File: src/rtl/core/wsrb_pkg.sv
`timescale 1ns / 1ps

package wsrb_pkg;

    // Fixed field widths
    localparam int SAMPLE_W = 24;
    localparam int COUNT_W  = 7;
    localparam int TDATA_W  = 128;

    // Command codes on the input tuser
    localparam logic [1:0] CMD_PUSH  = 2'd0;
    localparam logic [1:0] CMD_STATS = 2'd1;
    localparam logic [1:0] CMD_DUMP  = 2'd2;

    // Result kinds on the output tuser
    localparam logic KIND_STATS = 1'b0;
    localparam logic KIND_ELEM  = 1'b1;

    // Controller to datapath commands
    typedef struct packed {
        logic wr;          // write the input sample into the window
        logic clr_scan;    // reset scan pointer and accumulators
        logic init_dump;   // point at the oldest sample
        logic rd;          // read the store at the pointer
        logic step;        // advance pointer and item counter
        logic div_start;   // load the divider from the sum
        logic load_empty;  // load the empty statistics beat
        logic load_stats;  // load the statistics beat
        logic load_elem;   // load one dumped element beat
    } t_dp_cmd;

    // Datapath to controller status
    typedef struct packed {
        logic empty;       // window holds no sample
        logic k_last;      // item counter is at the last stored sample
        logic div_done;    // divider finished
        logic out_free;    // output register can take a beat
    } t_dp_sts;

endpackage

File: src/rtl/core/wsrb_dp.sv
`timescale 1ns / 1ps

module wsrb_dp #(
    parameter int WINDOW_DEPTH = 64
) (
    input  logic                               i_clk,
    input  logic                               i_rst_n,
    input  wsrb_pkg::t_dp_cmd                  i_cmd,
    output wsrb_pkg::t_dp_sts                  o_sts,
    input  logic signed [wsrb_pkg::SAMPLE_W-1:0] i_sample,
    input  logic                               i_out_ready,
    output logic                               o_out_valid,
    output logic [wsrb_pkg::TDATA_W-1:0]       o_out_data,
    output logic                               o_out_kind,
    output logic                               o_out_last
);

    localparam int SW_ = wsrb_pkg::SAMPLE_W;
    localparam int AW  = (WINDOW_DEPTH > 1) ? $clog2(WINDOW_DEPTH) : 1;
    localparam int CW  = $clog2(WINDOW_DEPTH + 1);
    localparam int SUMW = SW_ + AW + 1;
    localparam int STW = $clog2(SUMW + 1);
    localparam logic [AW-1:0] LAST_SLOT = AW'(WINDOW_DEPTH - 1);
    localparam logic [CW-1:0] FULL_CNT  = CW'(WINDOW_DEPTH);

    // Sample store
    logic signed [SW_-1:0] mem [WINDOW_DEPTH];

    logic [AW-1:0]          r_wslot, n_wslot;
    logic [CW-1:0]          r_fill;
    logic signed [SW_-1:0]  r_newest;
    logic [AW-1:0]          r_ptr, n_ptr_inc;
    logic [CW-1:0]          r_k;
    logic signed [SW_-1:0]  r_rd_data;
    logic                   r_rd_valid;
    logic                   r_first;
    logic signed [SUMW-1:0] r_sum;
    logic signed [SW_-1:0]  r_min, r_max;
    logic [SUMW-1:0]        r_quo;
    logic [CW-1:0]          r_rem;
    logic [STW-1:0]         r_step;
    logic                   r_neg;
    logic                   r_out_valid;
    logic [wsrb_pkg::TDATA_W-1:0] r_out_data;
    logic                   r_out_kind;
    logic                   r_out_last;

    logic                   full;
    logic [SUMW-1:0]        sum_mag;
    logic [CW:0]            div_trial;
    logic                   div_bit;
    logic [SUMW-1:0]        quo_signed;
    logic signed [SUMW-1:0] rd_ext;

    assign full      = (r_fill == FULL_CNT);
    assign n_wslot   = (r_wslot == LAST_SLOT) ? '0 : r_wslot + 1'b1;
    assign n_ptr_inc = (r_ptr == LAST_SLOT) ? '0 : r_ptr + 1'b1;
    assign rd_ext    = {{(SUMW-SW_){r_rd_data[SW_-1]}}, r_rd_data};

    // Status back to the controller
    assign o_sts.empty    = (r_fill == '0);
    assign o_sts.k_last   = (r_k == r_fill - 1'b1);
    assign o_sts.div_done = (r_step == '0);
    assign o_sts.out_free = !r_out_valid || i_out_ready;

    // Store write and registered read
    always_ff @(posedge i_clk) begin
        if (i_cmd.wr) begin
            mem[r_wslot] <= i_sample;
        end
        if (i_cmd.rd) begin
            r_rd_data <= mem[r_ptr];
        end
    end

    // Window bookkeeping
    always_ff @(posedge i_clk) begin
        if (!i_rst_n) begin
            r_wslot    <= '0;
            r_fill     <= '0;
            r_rd_valid <= 1'b0;
        end else begin
            r_rd_valid <= i_cmd.rd;
            if (i_cmd.wr) begin
                r_wslot <= n_wslot;
                if (!full) begin
                    r_fill <= r_fill + 1'b1;
                end
            end
        end
    end

    always_ff @(posedge i_clk) begin
        if (i_cmd.wr) begin
            r_newest <= i_sample;
        end
    end

    // Scan pointer and item counter
    always_ff @(posedge i_clk) begin
        if (i_cmd.clr_scan) begin
            r_ptr <= '0;
            r_k   <= '0;
        end else if (i_cmd.init_dump) begin
            r_ptr <= full ? r_wslot : '0;
            r_k   <= '0;
        end else if (i_cmd.step) begin
            r_ptr <= n_ptr_inc;
            r_k   <= r_k + 1'b1;
        end
    end

    // Accumulate min, max and sum over read data
    always_ff @(posedge i_clk) begin
        if (i_cmd.clr_scan) begin
            r_first <= 1'b1;
            r_sum   <= '0;
        end else if (r_rd_valid) begin
            r_first <= 1'b0;
            r_sum   <= r_sum + rd_ext;
            if (r_first || (r_rd_data < r_min)) begin
                r_min <= r_rd_data;
            end
            if (r_first || (r_rd_data > r_max)) begin
                r_max <= r_rd_data;
            end
        end
    end

    // Restoring divider on the sum magnitude, one quotient bit per cycle
    assign sum_mag   = r_sum[SUMW-1] ? (~r_sum + 1'b1) : r_sum;
    assign div_trial = {r_rem, r_quo[SUMW-1]};
    assign div_bit   = (div_trial >= {1'b0, r_fill});

    always_ff @(posedge i_clk) begin
        if (!i_rst_n) begin
            r_step <= '0;
        end else if (i_cmd.div_start) begin
            r_step <= STW'(SUMW);
        end else if (r_step != '0) begin
            r_step <= r_step - 1'b1;
        end
    end

    always_ff @(posedge i_clk) begin
        if (i_cmd.div_start) begin
            r_quo <= sum_mag;
            r_rem <= '0;
            r_neg <= r_sum[SUMW-1];
        end else if (r_step != '0) begin
            r_quo <= {r_quo[SUMW-2:0], div_bit};
            r_rem <= div_bit ? CW'(div_trial - {1'b0, r_fill}) : div_trial[CW-1:0];
        end
    end

    assign quo_signed = r_neg ? (~r_quo + 1'b1) : r_quo;

    // Output register
    always_ff @(posedge i_clk) begin
        if (!i_rst_n) begin
            r_out_valid <= 1'b0;
        end else if (i_cmd.load_empty || i_cmd.load_stats || i_cmd.load_elem) begin
            r_out_valid <= 1'b1;
        end else if (i_out_ready) begin
            r_out_valid <= 1'b0;
        end
    end

    always_ff @(posedge i_clk) begin
        if (i_cmd.load_empty) begin
            r_out_data <= '0;
            r_out_kind <= wsrb_pkg::KIND_STATS;
            r_out_last <= 1'b1;
        end else if (i_cmd.load_stats) begin
            r_out_data <= {{SW_{1'b0}}, quo_signed[SW_-1:0], r_max, r_min, r_newest,
                           wsrb_pkg::COUNT_W'(r_fill), 1'b1};
            r_out_kind <= wsrb_pkg::KIND_STATS;
            r_out_last <= 1'b1;
        end else if (i_cmd.load_elem) begin
            r_out_data <= {r_rd_data, {(4*SW_){1'b0}}, wsrb_pkg::COUNT_W'(r_fill), 1'b1};
            r_out_kind <= wsrb_pkg::KIND_ELEM;
            r_out_last <= o_sts.k_last;
        end
    end

    assign o_out_valid = r_out_valid;
    assign o_out_data  = r_out_data;
    assign o_out_kind  = r_out_kind;
    assign o_out_last  = r_out_last;

`ifndef SYNTHESIS
    a_fill_bound: assert property (@(posedge i_clk) disable iff (!i_rst_n)
        r_fill <= FULL_CNT)
        else $error("fill count above window depth");

    a_slot_tracks_fill: assert property (@(posedge i_clk) disable iff (!i_rst_n)
        !full |-> (CW'(r_wslot) == r_fill))
        else $error("write slot out of step with fill count");

    a_rem_below_div: assert property (@(posedge i_clk) disable iff (!i_rst_n)
        (r_step != '0) |-> (r_rem < r_fill))
        else $error("divider remainder not below divisor");
`endif

endmodule

File: src/rtl/core/wsrb_ctrl.sv
`timescale 1ns / 1ps

module wsrb_ctrl (
    input  logic               i_clk,
    input  logic               i_rst_n,
    input  logic               i_in_valid,
    output logic               o_in_ready,
    input  logic [1:0]         i_in_cmd,
    input  wsrb_pkg::t_dp_sts  i_sts,
    output wsrb_pkg::t_dp_cmd  o_cmd
);

    // Command sequencer states, dump uses a read and a present state per element
    typedef enum logic [7:0] {
        ST_IDLE     = 8'b00000001,
        ST_SCAN     = 8'b00000010,
        ST_SCAN_END = 8'b00000100,
        ST_DIV_LOAD = 8'b00001000,
        ST_DIV      = 8'b00010000,
        ST_STAT_OUT = 8'b00100000,
        ST_DUMP_RD  = 8'b01000000,
        ST_DUMP_OUT = 8'b10000000
    } t_state;

    t_state r_state, n_state;
    logic   in_acc;

    assign o_in_ready = (r_state == ST_IDLE);
    assign in_acc     = i_in_valid && o_in_ready;

    always_ff @(posedge i_clk) begin
        if (!i_rst_n) begin
            r_state <= ST_IDLE;
        end else begin
            r_state <= n_state;
        end
    end

    // Sequence one command at a time
    always_comb begin
        n_state = r_state;
        o_cmd   = '0;
        case (r_state)
            ST_IDLE: begin
                if (in_acc) begin
                    case (i_in_cmd)
                        wsrb_pkg::CMD_PUSH: begin
                            o_cmd.wr = 1'b1;
                        end
                        wsrb_pkg::CMD_STATS: begin
                            if (i_sts.empty) begin
                                n_state = ST_STAT_OUT;
                            end else begin
                                o_cmd.clr_scan = 1'b1;
                                n_state        = ST_SCAN;
                            end
                        end
                        wsrb_pkg::CMD_DUMP: begin
                            if (!i_sts.empty) begin
                                o_cmd.init_dump = 1'b1;
                                n_state         = ST_DUMP_RD;
                            end
                        end
                        default: begin
                        end
                    endcase
                end
            end
            ST_SCAN: begin
                o_cmd.rd   = 1'b1;
                o_cmd.step = 1'b1;
                if (i_sts.k_last) begin
                    n_state = ST_SCAN_END;
                end
            end
            ST_SCAN_END: begin
                n_state = ST_DIV_LOAD;
            end
            ST_DIV_LOAD: begin
                o_cmd.div_start = 1'b1;
                n_state         = ST_DIV;
            end
            ST_DIV: begin
                if (i_sts.div_done) begin
                    n_state = ST_STAT_OUT;
                end
            end
            ST_STAT_OUT: begin
                if (i_sts.out_free) begin
                    o_cmd.load_empty = i_sts.empty;
                    o_cmd.load_stats = !i_sts.empty;
                    n_state          = ST_IDLE;
                end
            end
            ST_DUMP_RD: begin
                o_cmd.rd = 1'b1;
                n_state  = ST_DUMP_OUT;
            end
            ST_DUMP_OUT: begin
                if (i_sts.out_free) begin
                    o_cmd.load_elem = 1'b1;
                    if (i_sts.k_last) begin
                        n_state = ST_IDLE;
                    end else begin
                        o_cmd.step = 1'b1;
                        n_state    = ST_DUMP_RD;
                    end
                end
            end
            default: begin
                n_state = ST_IDLE;
            end
        endcase
    end

`ifndef SYNTHESIS
    a_load_when_free: assert property (@(posedge i_clk) disable iff (!i_rst_n)
        (o_cmd.load_empty || o_cmd.load_stats || o_cmd.load_elem) |-> i_sts.out_free)
        else $error("output beat loaded over a pending beat");

    a_div_after_load: assert property (@(posedge i_clk) disable iff (!i_rst_n)
        (r_state == ST_DIV_LOAD) |=> (r_state == ST_DIV))
        else $error("divider start not followed by divide");
`endif

endmodule

File: src/rtl/core/window_stats_ring_buffer.sv
`timescale 1ns / 1ps
// Push: the sample is written into the window, no result. Stats: one store read per
// sample, then a divider that gives one quotient bit per cycle over the sum width
// (24 + clog2(WINDOW_DEPTH) + 1 bits). Dump: a read state and a present state per
// element (single read port, registered read data); the present state waits out any output stall.
// One command is worked at a time; a finished beat waits in the output register.
// Reset is synchronous, active low; the sample store is not cleared.

module window_stats_ring_buffer #(
    parameter int WINDOW_DEPTH = 64
) (
    input  logic         i_clk,
    input  logic         i_rst_n,
    input  logic         s_axis_tvalid,
    output logic         s_axis_tready,
    input  logic [23:0]  s_axis_tdata,   // [23:0] sample
    input  logic [1:0]   s_axis_tuser,   // [1:0] cmd
    output logic         m_axis_tvalid,
    input  logic         m_axis_tready,
    // [0] valid_res, [7:1] count, [31:8] newest, [55:32] minimum,
    // [79:56] maximum, [103:80] mean, [127:104] element
    output logic [127:0] m_axis_tdata,
    output logic [0:0]   m_axis_tuser,   // [0] kind
    output logic         m_axis_tlast
);

    wsrb_pkg::t_dp_cmd dp_cmd;
    wsrb_pkg::t_dp_sts dp_sts;

    wsrb_ctrl u_ctrl (
        .i_clk      (i_clk),
        .i_rst_n    (i_rst_n),
        .i_in_valid (s_axis_tvalid),
        .o_in_ready (s_axis_tready),
        .i_in_cmd   (s_axis_tuser),
        .i_sts      (dp_sts),
        .o_cmd      (dp_cmd)
    );

    wsrb_dp #(
        .WINDOW_DEPTH (WINDOW_DEPTH)
    ) u_dp (
        .i_clk       (i_clk),
        .i_rst_n     (i_rst_n),
        .i_cmd       (dp_cmd),
        .o_sts       (dp_sts),
        .i_sample    (s_axis_tdata),
        .i_out_ready (m_axis_tready),
        .o_out_valid (m_axis_tvalid),
        .o_out_data  (m_axis_tdata),
        .o_out_kind  (m_axis_tuser[0]),
        .o_out_last  (m_axis_tlast)
    );

endmodule
File: config.mk
export PLATFORM = sky130hd
export DESIGN_NAME = window_stats_ring_buffer
export DESIGN_NICKNAME = d
export VERILOG_FILES = /design/src/rtl/core/wsrb_pkg.sv /design/src/rtl/core/wsrb_dp.sv /design/src/rtl/core/wsrb_ctrl.sv /design/src/rtl/core/window_stats_ring_buffer.sv
export SDC_FILE = /design/constraint.sdc
export NUM_CORES = 2
export LEC_CHECK = 0
export BUFFER_PORTS_ARGS = -buffer_cell sky130_fd_sc_hd__buf_2
export CAP_MARGIN = 20
export CELL_PAD_IN_SITES_DETAIL_PLACEMENT = 0
export CELL_PAD_IN_SITES_GLOBAL_PLACEMENT = 2
export CORE_UTILIZATION = 44
export CTS_CLUSTER_SIZE = 16
export DETAILED_ROUTE_END_ITERATION = 8
export PLACE_DENSITY = 0.72
export SYNTH_ARGS = -nofsm -noshare
export SYNTH_HDL_FRONTEND = slang
export SYNTH_SLANG_ARGS = --single-unit
File: constraint.sdc
create_clock -name i_clk -period 4.4 [get_ports i_clk]
set_clock_uncertainty 0.15 [all_clocks]
set_input_delay 0.66 -clock i_clk [delete_from_list [all_inputs] [get_ports i_clk]]
set_output_delay 0.66 -clock i_clk [all_outputs]
set_load 0.01 [all_outputs]
# Word level (Yosys, flattened, before mapping)
# Memories as Yosys holds them, arrays and structs flattened. A register that Yosys moved wholly into a read port is not among the register bits.
# Index checks and enable logic that the tools add are counted.
[totals] ff_bits=314 ram_bits=1536 in_bits=30 out_inout_bits=132 elab_cells=125 n_memories=1
[mem_list] name="u_dp.mem" depth=64 word_bits=24 read_ports=1 rd_ports_with_merged_regs=1 write_ports=1 line_no="wsrb_dp.sv:27" rtl="logic signed [SW_-1:0] mem [WINDOW_DEPTH];"
[classes] add_sub_neg=10 magnitude_cmp=3 eq_ne=21 n_mux=43 n_bitwise=4 reduce_logical=23
[ops] op="two-way mux 104 bit" n=2
[ops] op="two-way mux 31 bit" n=3
[ops] op="one-hot mux 8 bit (8 select lines)" n=1
[ops] op="two-way mux 8 bit" n=6
[ops] op="two-way mux 6 bit" n=6
[ops] op="adder 31 x 1 -> 31 bit (second input constant)" n=1
[ops] op="adder 31 x 24 -> 31 bit" n=1
[ops] op="inverter 31 bit" n=1
[ops] op="adder 24 x 1 -> 24 bit (second input constant)" n=1
[ops] op="> comparator 24 bit" n=1
[ops] op="< comparator 24 bit" n=1
[ops] op="two-way mux 24 bit" n=1
[ops] op="inverter 24 bit" n=1
[ops] op="one-hot mux 8 bit (2 select lines)" n=1
[ops] op="adder 7 x 1 -> 7 bit (second input constant)" n=2
[ops] op="two-way mux 1 bit" n=14
[ops] op="two-way mux 7 bit" n=2
[ops] op="adder 6 x 1 -> 6 bit (second input constant)" n=2
[ops] op="== test 6 bit (second input constant)" n=2
[ops] op="two-way mux 5 bit" n=2
[ops] op="inequality test 2 bit (second input constant)" n=5
[ops] op="== test 8 x 1 -> 1 bit (second input constant)" n=1
[ops] op="== test 8 x 2 -> 1 bit (second input constant)" n=1
[ops] op="== test 8 x 3 -> 1 bit (second input constant)" n=1
[ops] op="other kinds (30)" n=45

# Depth between registers and ports, before layout
[logic_depth] depth_word=7 ltp_mapped=13 ltp_nobuf=12

# Hierarchy
# Synthesis repeated with hierarchy kept, for this count alone.
[unflattened] cells_unflattened=3857 area_unflattened_um2=74435.1
[modules_own_cells] mod="wsrb_dp" n_inst=1 cells_each=3783 area_each_um2=73850.8 seq_area_each_um2=54011.8
[modules_own_cells] mod="wsrb_ctrl" n_inst=1 cells_each=74 area_each_um2=584.3 seq_area_each_um2=160.2

# Worst setup path before layout
# No wires, ideal clock.
[synth_path] path_kind="reg-to-reg" from="register u_dp.r_rd_data[23] (read register of u_dp.mem)" to="register u_dp.r_max[0] (enable)" setup_time_ns=0.442 arrival_ns=3.878 required_ns=3.808 setup_slack_ns=-0.071 path_stages_with_launch=10 path_buffers=0 synth_period_minus_slack_ns=4.471 cell_sequence="edfxtp_1 -> ha_1 -> nand4_1 -> nor2_1 -> and3_1 -> nand4_1 -> o221a_2 -> o311ai_0 -> xor2_1 -> a211oi_1"
[synth_between] elab_chain_len=3
[synth_lines] item="start: declaration" line_no="wsrb_dp.sv:34" rtl="logic signed [SW_-1:0] r_rd_data;"
[synth_lines] item="> comparator 24 bit" line_no="wsrb_dp.sv:124" rtl="if (r_first || (r_rd_data > r_max)) begin"
[synth_lines] item="logical OR 1 bit" line_no="wsrb_dp.sv:124"
[synth_lines] item="AND reduction 3 bit (no source line)"
[synth_lines] item="end signal: assignment" line_no="wsrb_dp.sv:125" rtl="r_max <= r_rd_data;"
[synth_lines] item="end: declaration" line_no="wsrb_dp.sv:38" rtl="logic signed [SW_-1:0] r_min, r_max;"
# Every way passes these cells.
# A chain may end at the register's enable or synchronous reset.

==> flow_summary.html <==
<table>
<tr><th>Metric</th><th>Value</th></tr>
<tr><th colspan="2">Die</th></tr>
<tr><td>Initial Utilization</td><td>44.4%</td></tr>
<tr><td>Chip height</td><td>approximately 410 µm</td></tr>
<tr><td>Site row count</td><td>150</td></tr>
<tr><td>Number of I/O pins</td><td>about 160</td></tr>
<tr><td>Floorplan core area</td><td>~0.17 mm²</td></tr>
<tr><td>Area of the die</td><td>between 0.15 and 0.2 mm²</td></tr>
<tr><td>Width of the chip</td><td>between 400 and 500 µm</td></tr>
<tr><th colspan="2">Timing</th></tr>
<tr><td>Actual transition at the worst max-transition pin</td><td>between 1000 and 1500 ps</td></tr>
<tr><td>Final count of pins violating max slew</td><td>0</td></tr>
<tr><td>Fmax</td><td>approximately 270 MHz</td></tr>
<tr><td>Final critical delay including setup and external delays</td><td>roughly 3700 ps</td></tr>
<tr><td>Fin worst setup slack</td><td>~700 ps</td></tr>
<tr><td>Final setup violating endpoints</td><td>0</td></tr>
<tr><td>Fin crit share</td><td>83.7%</td></tr>
<tr><td>Number of hold-slack violations in the final timing report</td><td>0</td></tr>
<tr><td>Worst slew margin relative to its limit</td><td>between 10% and 20%</td></tr>
<tr><td>Unrepaired setup endpoints after global routing</td><td>no</td></tr>
<tr><td>TNS Setup</td><td>0 ps</td></tr>
<tr><th colspan="2">Place</th></tr>
<tr><td>Worst slack at placement</td><td>706 ps</td></tr>
<tr><td>Placer's final routability congestion estimate</td><td>just under 0.8</td></tr>
<tr><td>Post-detail-place hpwl</td><td>between 100 and 150 mm</td></tr>
<tr><td>Number of port buffers</td><td>between 150 and 200</td></tr>
<tr><th colspan="2">Route</th></tr>
<tr><td>Routed WL per cell</td><td>28.8 µm</td></tr>
<tr><td>Router iterations before antenna repair</td><td>5</td></tr>
<tr><td>Post-route ant nets</td><td>0</td></tr>
<tr><td>Residual DRC</td><td>0</td></tr>
<tr><td>Total via count in the routed design</td><td>around 38000</td></tr>
<tr><td>Final routed wirelength across all metal layers</td><td>around 190 mm</td></tr>
<tr><td>Detail-routed via count per cell</td><td>roughly 5.8</td></tr>
<tr><td>Iter 0 DRT Violations</td><td>approximately 3500</td></tr>
<tr><th colspan="2">Synthesis</th></tr>
<tr><td>Synth async-reset ratio</td><td>0%</td></tr>
<tr><td>Synth area leaders</td><td>sky130_fd_sc_hd__edfxtp_1, sky130_fd_sc_hd__mux4_2, sky130_fd_sc_hd__dfxtp_1</td></tr>
<tr><td>Main flop type after synthesis</td><td>sky130_fd_sc_hd__edfxtp_1</td></tr>
<tr><td>Count of flip-flops with a built-in enable after synthesis</td><td>approximately 1700</td></tr>
<tr><td>Cell area after synthesis</td><td>0.0744 mm²</td></tr>
<tr><td>Post-Synth XOR/XNOR Area</td><td>under 10%</td></tr>
<tr><td>Cell with the most instances after synthesis</td><td>sky130_fd_sc_hd__edfxtp_1</td></tr>
<tr><td>Combinational family with the most area after synthesis</td><td>multiplexers</td></tr>
<tr><td>Post-synthesis adder-cell area fraction</td><td>1.65%</td></tr>
<tr><td>Post-synth top area share</td><td>67.2%</td></tr>
<tr><td>Post-synthesis mux area share</td><td>~15%</td></tr>
<tr><td>Flop and latch count out of synthesis</td><td>1874</td></tr>
<tr><td>Post-synthesis sequential area ratio</td><td>72.8%</td></tr>
<tr><td>Most frequent cells after synthesis</td><td>sky130_fd_sc_hd__edfxtp_1, sky130_fd_sc_hd__mux4_2, sky130_fd_sc_hd__nand2_1</td></tr>
<tr><td>Post-synthesis instance total</td><td>3930</td></tr>
<tr><td>Post-Synthesis Net Count</td><td>between 4000 and 5000</td></tr>
<tr><td>Distinct cell type count after synthesis</td><td>77</td></tr>
<tr><td>Fraction of the mapped netlist area in simple logic gates</td><td>about 3.7%</td></tr>
<tr><td>Yosys warning count</td><td>0</td></tr>
<tr><td>Post-synthesis cell type with the largest combined area</td><td>sky130_fd_sc_hd__edfxtp_1</td></tr>
<tr><td>Post-synthesis compound-gate area fraction</td><td>3.85%</td></tr>
<tr><td>Average instance area after synthesis</td><td>around 19 µm²</td></tr>
<tr><th colspan="2">Clocking</th></tr>
<tr><td>H-tree Lvls</td><td>4</td></tr>
<tr><td>Number of buffers created by CTS</td><td>194</td></tr>
<tr><td>Count of cells resized by post-cts repair</td><td>0</td></tr>
<tr><td>Clock tree from TritonCTS</td><td>built</td></tr>
<tr><td>TritonCTS sink count</td><td>1874</td></tr>
<tr><td>CTS Buffer Depth</td><td>3</td></tr>
<tr><td>Hold Buf Count CTS</td><td>0</td></tr>
<tr><td>Clk root buf</td><td>sky130_fd_sc_hd__clkbuf_16</td></tr>
<tr><td>Post CTS Setup Buffer Count</td><td>0</td></tr>
<tr><td>Latest clock arrival within the worst-skew pair</td><td>slightly above 800 ps</td></tr>
<tr><td>Clock-pin slew of the registers on the worst-case setup and hold paths</td><td>60 ps</td></tr>
<tr><th colspan="2">Worst setup path</th></tr>
<tr><td>Arr. time, crit path</td><td>4050 ps</td></tr>
<tr><td>Cell type group with the largest total delay on the critical path</td><td>compound AO/OA/AOI/OAI gates</td></tr>
<tr><td>Worst setup path class</td><td>reg2reg</td></tr>
<tr><td>Worst stage delay on the critical path</td><td>approximately 990 ps</td></tr>
<tr><td>Worst setup slack for register-to-register paths</td><td>slightly above 700 ps</td></tr>
<tr><td>Crit Path Max Fanout</td><td>43</td></tr>
<tr><td>Number of buffers and inverters on the critical path</td><td>1</td></tr>
<tr><td>Cells along the critical path</td><td>buf_12 -&gt; mux4_2 -&gt; mux4_2 -&gt; nor2b_1 -&gt; a211oi_1 -&gt; a21oi_1</td></tr>
<tr><td>Required time reported for the critical path endpoint</td><td>about 4800 ps</td></tr>
<tr><td>Slowest-stage cell, CP</td><td>sky130_fd_sc_hd__a211oi_1</td></tr>
<tr><td>Startpoint types</td><td>register</td></tr>
<tr><td>Setup crit end kind</td><td>register</td></tr>
<tr><td>Cell with the most instances on the worst path</td><td>sky130_fd_sc_hd__mux4_2</td></tr>
<tr><th colspan="2">Run</th></tr>
<tr><td>Max-capacitance violation count</td><td>0</td></tr>
<tr><th colspan="2">GRT</th></tr>
<tr><td>Global-route total usage across every layer</td><td>22.7%</td></tr>
<tr><td>First-pass GRT wire length</td><td>275 mm</td></tr>
<tr><td>Pin count of the biggest net entering global routing</td><td>between 90 and 100</td></tr>
<tr><td>Number of global-route vias before repair</td><td>38276</td></tr>
<tr><td>Antenna violations before repair</td><td>8</td></tr>
<tr><td>Global route overflow</td><td>0</td></tr>
<tr><th colspan="2">Power and ir drop</th></tr>
<tr><td>Sw Share</td><td>29.6%</td></tr>
<tr><td>Leakage</td><td>about 28 nW</td></tr>
<tr><td>Power per Cell Area</td><td>approximately 600 mW/mm²</td></tr>
<tr><td>Cell Int Power</td><td>around 0.036 W</td></tr>
<tr><td>Reg power frac</td><td>between 40 and 50%</td></tr>
<tr><td>Clock network fraction of total power</td><td>a little under a third</td></tr>
<tr><td>Sw power</td><td>0.0150 W</td></tr>
<tr><td>Comb pwr share</td><td>26.2%</td></tr>
<tr><td>VDD IR-drop max</td><td>around 0.00049 V</td></tr>
<tr><th colspan="2">Finish</th></tr>
<tr><td>Count of nets after finishing</td><td>4420</td></tr>
<tr><td>Share of cells above drive strength 1</td><td>27.3%</td></tr>
<tr><td>Area added between synthesis and finish</td><td>15.1%</td></tr>
<tr><td>Filler Cells Inserted</td><td>roughly 14000</td></tr>
<tr><th colspan="2">Worst hold path</th></tr>
<tr><td>Class of the tightest hold or removal check</td><td>in2reg</td></tr>
<tr><th colspan="2">Run status</th></tr>
<tr><td>Outcome</td><td>completed</td></tr>
</table>
## cells by family after synthesis
logic type | after synthesis
adder cells (fa/ha/maj) | 97
XOR/XNOR | 103
AO/OA/AOI/OAI | 459
AND/OR/NAND/NOR | 589
buffers and inverters | 276
flip-flops | 1874
multiplexers | 532
## worst paths after layout
| kind | to | depth (start not counted) | startpoint |
|---|---|---|---|
| min reg2reg | u_dp.o_out_data[87] | 2 | u_dp.o_out_data[87] |
| min | u_dp.mem[25][8] | 1 | s_axis_tdata[8] |
| max | u_dp.r_rd_data[14] | 6 | u_dp.r_ptr[0] |
| max reg2reg | u_dp.r_rd_data[14] | 6 | u_dp.r_ptr[0] |
## sequential cells by signal, summed over array words and instances (netlist names), 5 cells and up
name / cells
u_ctrl.r_state: 8
u_dp.mem: 1536
u_dp.o_out_data: 128
u_dp.r_fill: 7
u_dp.r_k: 7
u_dp.r_max: 24
u_dp.r_min: 24
u_dp.r_newest: 24
u_dp.r_ptr: 6
u_dp.r_quo: 31
u_dp.r_rd_data: 24
u_dp.r_rem: 7
u_dp.r_step: 5
u_dp.r_sum: 31
u_dp.r_wslot: 6
## through the flow
step | area, µm² | instances | power, W | hold WS (ps) | utilization, %
2_1_floorplan | 74400 | 3930 | 0.0301 | 284 | -
3_3_place_gp | 79400 | 6297 | 0.0351 | 281 | 47.4
3_5_place_dp | 79400 | 6300 | 0.0352 | 289 | 47.5
4_1_cts | 85600 | 6663 | 0.0510 | 51.6 | 51.1
5_1_grt | 85600 | 6664 | 0.0526 | 81.0 | 51.1
6_report | 85600 | 6665 | 0.0505 | 100 | 51.1
## area by class of cell
| type | count | area (µm²) | share of cell area [%] |
|---|---|---|---|
| Tap cell | 2204 | 2760 | 3.22 |
| Sequential cell | 1874 | 54200 | 63.3 |
| Inverter | 80 | 300 | 0.351 |
| Timing Repair Buffer | 363 | 2660 | 3.11 |
| Antenna cell | 1 | 2.50 | 0.00292 |
| Clock buffer | 247 | 5120 | 5.98 |
| Multi-Input combinational cell | 1780 | 19500 | 22.8 |
| Clock inverter | 116 | 1030 | 1.20 |
## metal layers
metal / global-route usage (%) / vias up / share of wire (%)
met4: 5.41 / 4 / 1.9
met5: 0 / - / 0.013
met1: 32.5 / 20334 / 43
met3: 3.75 / 200 / 6.6
met2: 36.3 / 1239 / 48
li1: - / 16615 / -
## power by group through the flow
| stage | sequential, W | clock, W | combinational [W] |
|---|---|---|---|
| after detailed placement | 0.0218 | 0 | 0.0134 |
| after global placement | 0.0218 | 0 | 0.0132 |
| after CTS | 0.0214 | 0.0161 | 0.0134 |
| final | 0.0214 | 0.0158 | 0.0132 |
| after floorplan | 0.0213 | 0 | 0.00881 |
| after global routing | 0.0215 | 0.0168 | 0.0142 |
## cell usage in the layout (no fill, tap or decap), types with 8 or more instances in the layout
cell	count
sky130_fd_sc_hd__bufinv_16	12
sky130_fd_sc_hd__nand2b_1	16
sky130_fd_sc_hd__a21o_1	26
sky130_fd_sc_hd__nor4_1	8
sky130_fd_sc_hd__clkbuf_16	194
sky130_fd_sc_hd__nor2_1	82
sky130_fd_sc_hd__nand2_1	227
sky130_fd_sc_hd__edfxtp_1	1664
sky130_fd_sc_hd__ha_1	95
sky130_fd_sc_hd__and2_1	16
sky130_fd_sc_hd__nor2b_1	41
sky130_fd_sc_hd__clkbuf_1	46
sky130_fd_sc_hd__nor2_4	53
sky130_fd_sc_hd__nand3_1	37
sky130_fd_sc_hd__dfxtp_1	203
sky130_fd_sc_hd__nor3_1	15
sky130_fd_sc_hd__xor2_1	55
sky130_fd_sc_hd__o31ai_1	15
sky130_fd_sc_hd__mux2i_1	52
sky130_fd_sc_hd__a22o_1	26
sky130_fd_sc_hd__buf_2	161
sky130_fd_sc_hd__nor2_2	13
sky130_fd_sc_hd__buf_4	175
sky130_fd_sc_hd__or3_1	12
sky130_fd_sc_hd__buf_12	27
sky130_fd_sc_hd__a31oi_1	8
sky130_fd_sc_hd__clkinv_2	38
sky130_fd_sc_hd__clkinv_1	44
sky130_fd_sc_hd__a21oi_1	114
sky130_fd_sc_hd__a21boi_0	9
sky130_fd_sc_hd__nand4_1	21
sky130_fd_sc_hd__xnor2_1	48
sky130_fd_sc_hd__mux4_2	480
sky130_fd_sc_hd__o21ai_0	159
sky130_fd_sc_hd__a211oi_1	36
sky130_fd_sc_hd__inv_1	79
sky130_fd_sc_hd__and3_1	8
Power figures use the tool's default switching activity.
